## config.mk

```make
export PLATFORM = sky130hd
export DESIGN_NAME = ptws_ctrl
export DESIGN_NICKNAME = d
export VERILOG_FILES = /design/src/rtl/core/ptws_pkg.sv /design/src/rtl/core/ptws_ctrl.sv
export SDC_FILE = /design/constraint.sdc
export NUM_CORES = 1
export LEC_CHECK = 0
export ABC_AREA = 1
export BUFFER_PORTS_ARGS = -buffer_cell sky130_fd_sc_hd__clkbuf_2
export CORE_AREA = 2 2 39 41
export DETAILED_ROUTE_END_ITERATION = 6
export DIE_AREA = 0 0 41 43
export SYNTH_ARGS = -nofsm -noshare
export SYNTH_HDL_FRONTEND = slang
export SYNTH_SLANG_ARGS = --single-unit
```

## constraint.sdc

```tcl
create_clock -name clk -period 1.3 [get_ports clk]
set_input_delay 0.065 -clock clk [delete_from_list [all_inputs] [get_ports clk]]
set_output_delay 0.065 -clock clk [all_outputs]
set_load 0.02 [all_outputs]
```

## src/rtl/core/ptws_pkg.sv

```systemverilog
// Shared types and codes for the prefix tree word store.
// Used by the controller, the datapath and the top level; no dependencies.
`timescale 1ns / 1ps

package ptws_pkg;

  typedef enum logic [1:0] {
    MODE_INSERT = 2'd0,
    MODE_SEARCH = 2'd1,
    MODE_PREFIX = 2'd2,
    MODE_NONE   = 2'd3
  } ptws_mode_t;

  typedef enum logic [1:0] {
    ST_CLEAR,
    ST_IDLE,
    ST_WALK,
    ST_FINISH
  } ptws_state_t;

  // controller -> datapath
  typedef struct packed {
    logic clr;     // clearing pass, one table entry per cycle
    logic load;    // item accepted, child lookup issued
    logic walk;    // child data back, step the cursor
    logic finish;  // last letter: produce the result, end the walk
  } ptws_cmd_t;

  // datapath -> controller
  typedef struct packed {
    logic clr_done;
    logic need_finish;
    logic out_free;
  } ptws_sts_t;

endpackage

```

## src/rtl/core/ptws_ctrl.sv

```systemverilog
// Sequencer for the prefix tree word store: clearing pass, accept, walk, finish.
// Depends on ptws_pkg.
`timescale 1ns / 1ps

module ptws_ctrl (
  input  logic                clk,
  input  logic                rst_n,
  input  logic                in_valid,
  output logic                in_ready,
  input  ptws_pkg::ptws_sts_t sts,
  output ptws_pkg::ptws_cmd_t cmd
);

  import ptws_pkg::*;

  ptws_state_t state_r, state_nxt;

  always_ff @(posedge clk) begin
    if (!rst_n) begin
      state_r <= ST_CLEAR;
    end else begin
      state_r <= state_nxt;
    end
  end

  always_comb begin
    state_nxt = state_r;
    cmd       = '0;
    in_ready  = 1'b0;
    case (state_r)
      ST_CLEAR: begin
        cmd.clr = 1'b1;
        if (sts.clr_done) begin
          state_nxt = ST_IDLE;
        end
      end
      ST_IDLE: begin
        in_ready = 1'b1;
        if (in_valid) begin
          cmd.load  = 1'b1;
          state_nxt = ST_WALK;
        end
      end
      ST_WALK: begin
        cmd.walk  = 1'b1;
        state_nxt = sts.need_finish ? ST_FINISH : ST_IDLE;
      end
      ST_FINISH: begin
        // hold here until the output register can take the result
        if (sts.out_free) begin
          cmd.finish = 1'b1;
          state_nxt  = ST_IDLE;
        end
      end
      default: begin
        state_nxt = ST_CLEAR;
      end
    endcase
  end

endmodule

```

Word level (Yosys, flattened, before mapping)
Index checks and enable logic that the tools add are counted.
{ "classes": {"n_eq_ne": 6, "mux": 12, "reduce_logical": 2} }
{ "ops": {"columns": ["op", "count"], "rows": [
  ["two-way mux 2 bit", 4],
  ["one-hot mux 2 bit (4 select lines)", 1],
  ["two-way mux 1 bit", 7],
  ["inequality test 2 bit, second input constant", 3],
  ["== test 2 bit, second input constant", 2],
  ["AND reduction 3 bit", 1],
  ["== test 2 x 1 -> 1 bit, second input constant", 1],
  ["logical NOT 2 bit", 1]
]} }
{ "word_totals": {"register_bits": 2, "out_inout_bits": 5} }

Longest topological paths before layout
{ "logic_depth": {"ltp_word": 3, "mapped_depth": 7} }

Worst setup path after synthesis
No wires, ideal clock.
{ "synth_timing": {"path_kind": "register to register", "from": "reg state_r[0]", "to": "reg state_r[1]", "t_arrival_ps": 1040, "required_time_ps": 1187, "path_slack_ps": 147, "stages_incl_launch_ff": 7, "cell_sequence": "dfxtp_1 -> inv_1 -> ha_1 -> nand2_1 -> nand3_2 -> nor2_1 -> nor2_1"} }
{ "synth_via": {"elab_chain_cells": 3, "elab_cells_between_ends": 9} }
{ "synth_rtl": {"columns": ["item", "line_no", "rtl"], "rows": [
  ["from (decl)", "ptws_ctrl.sv:16", "ptws_state_t state_r, state_nxt;"],
  ["from (signal assigned)", "ptws_ctrl.sv:22", "state_r <= state_nxt;"],
  ["== test 2 bit (tied with other cells)", "ptws_ctrl.sv:30", "case (state_r)"],
  ["inequality test 2 bit (no source line)", null, null],
  ["AND reduction 3 bit (no source line)", null, null]
]} }
Parallel ways exist; a longest one is shown, timed or not.
A chain may end at the register's enable or synchronous reset.

==> results.toml <==
[placed_design]
dp.final_hpwl_microns = 327
dp_slack_ns = 0.149
gp_congestion = 0.724
io_buffers = 10

[final_layout]
nNetsFinal = 58
multi_input_area_sq_um = 130
ff_latch_area_sq_um = 40.0
postLayoutCoreUtil_pct = 21.4
largest_register_ffs = 2
reg_top3 = "state_r x2"
layout_commonest_cell = "clkbuf_2"
layout_common_cells = "10 x clkbuf_2, 9 x inv_1, 9 x nand2_1"
largest-register = "state_r"
n_antenna_cell = 0
drive_gt1_share_pct = 31.1
syn_to_final_growth_pct = 45.4
nFillCells = 154

[worst_hold_path]
hp-class = "input port to flip-flop"

[floorplanning]
die_x_microns = 41
core-area_sq_um = 1380
io_pins = 11
die-area_sq_um = 1760
num_rows = 14
initial_core_util_pct = 14.7
die_y_microns = 43

[sta]
fin_crit_ns = 1.15
hold_ws_ns = 0.0656
worst_pin_slew_ns = 0.137
fin_skew_ns = 0.00123
slew_headroom_pct = 90.9
timing.final.ws_setup_ns = 0.146
finalSetupTns_ns = 0
rsz0062_at_grt = "no"
clock.fmax_ghz = 0.866
post-route-period-util_pct = 88.8
finalSetupViolCount = 0
finalHoldViolations = 0
drv_slew = 0

[global_routing]
grt-ovfl-total = 0
antenna_found_initial = 0
grt_first_pass_wirelength_microns = 558
grt_max_degree = 5
grt_usage_pct = 5.31
grt_pass1_vias = 170

[clock_network]
cts_root_buf = "clkbuf_4"
cts_hold_buf = 0
cts_tree = "done"
cts_resized = 0
clk_pin_slew_ns = 0.03
clk_latency_ns = 0.22
htree_levels = 1
cts_setup_buffers = 0
clock-sinks = 2
clock_path_buffers = 2
cts_buffers = 3

[synth]
syn_area_sq_um = 204
synth_top_family_by_area = "adder cells"
synth_compound_area_share_pct = 2.45
synth_warnings = 0
syn-instance-count = 32
yosys_register_bits = 2
syn_nets = 43
synth-xor-area-share_pct = 0
ys_seq_area_share_pct = 19.6
synth-simple-area-share_pct = 30.7
synth-adder-area-share_pct = 30.7
synth.avg_cell_area_sq_um = 6.37
yosysUniqueCellTypes = 7
synth_mux_area_share_pct = 0

[power_and_ir_drop]
power.total_mw = 0.540
total_leakage_power_nw = 0.195
powerDensity_nw_per_um2 = 1820
ir_drop_v = 0.000640

[detailed_routing]
drtIter0Drc = 0
detail-route-antenna-nets = 0
vias = 205
wl_per_cell_microns = 5.93
dr.pass1.iters = 1
finalWirelength_microns = 362
drc = 0
vias_per_cell = 3.36

[setup_path]
crit_type = "flip-flop to primary output"
cp-end-kind = "primary output"
cp.arrival_ns = 1.09
critical_path_required_ns = 1.24
critPathLaunchType = "flip-flop"
crit_fanout = 4

[status]
outcome = "finished clean"

[run]
cap_violations = 0
[path summary, 6_finish.rpt]
kind         slack, ns          to        from  cells after the start
min reg2reg       0.62  state_r[0]  state_r[0]                      4
max               0.15      cmd[2]  state_r[1]                      5
max reg2reg       0.18  state_r[1]  state_r[1]                      6
min               0.07  state_r[0]       rst_n                      3
[per-stage QoR]
step,area (sq um),std cells
2_1_floorplan,204,32
3_3_place_gp,274,58
3_5_place_dp,274,58
4_1_cts,297,61
5_1_grt,297,61
6_report,297,61
[cells by family (layout without fill, tap and decap cells)]
kind of cell    Yosys count  count (layout)
simple gates             15              15
buf+inv                   9              22
fa+ha+maj                 5               5
flops                     2               2
compound gates            1               1
[worst max-delay path, cell delays in order (launching register included)]
cell and delay (ns):
dfxtp_1 0.34, inv_1 0.10, ha_1 0.20, nand2_1 0.06, inv_1 0.03, clkbuf_2 0.14
[power breakdown]
group / switching (mW) / total, mW / internal [mW]
clock network: 0.0312 / 0.133 / 0.101
registers: 0.0199 / 0.104 / 0.0841
logic: 0.193 / 0.303 / 0.110
[layout make-up]
| type | count | share of cell area, % |
|---|---|---|
| inverters | 9 | 11.4 |
| multi-input cells | 21 | 43.9 |
| repair buffers | 10 | 16.9 |
| flip-flops and latches | 2 | 13.5 |
| clock buffers | 3 | 7.59 |
| well taps | 16 | 6.75 |
[cells in the mapped netlist]
cell	instances	area [sq um]
inv_1	9	33.8
a21oi_1	1	5.00
nor2_1	5	18.8
nand2_1	9	33.8
ha_1	5	62.6
nand3_2	1	10.0
dfxtp_1	2	40.0
[layer usage]
layer	up-vias	routed length, microns	global-route usage (%)
li1	117	-	-
met1	82	180	4.78
met2	6	142	6.25
met3	0	39	6.28
met4	0	0	4.00
met5	-	0	0
(Power assumes the default switching activity.)
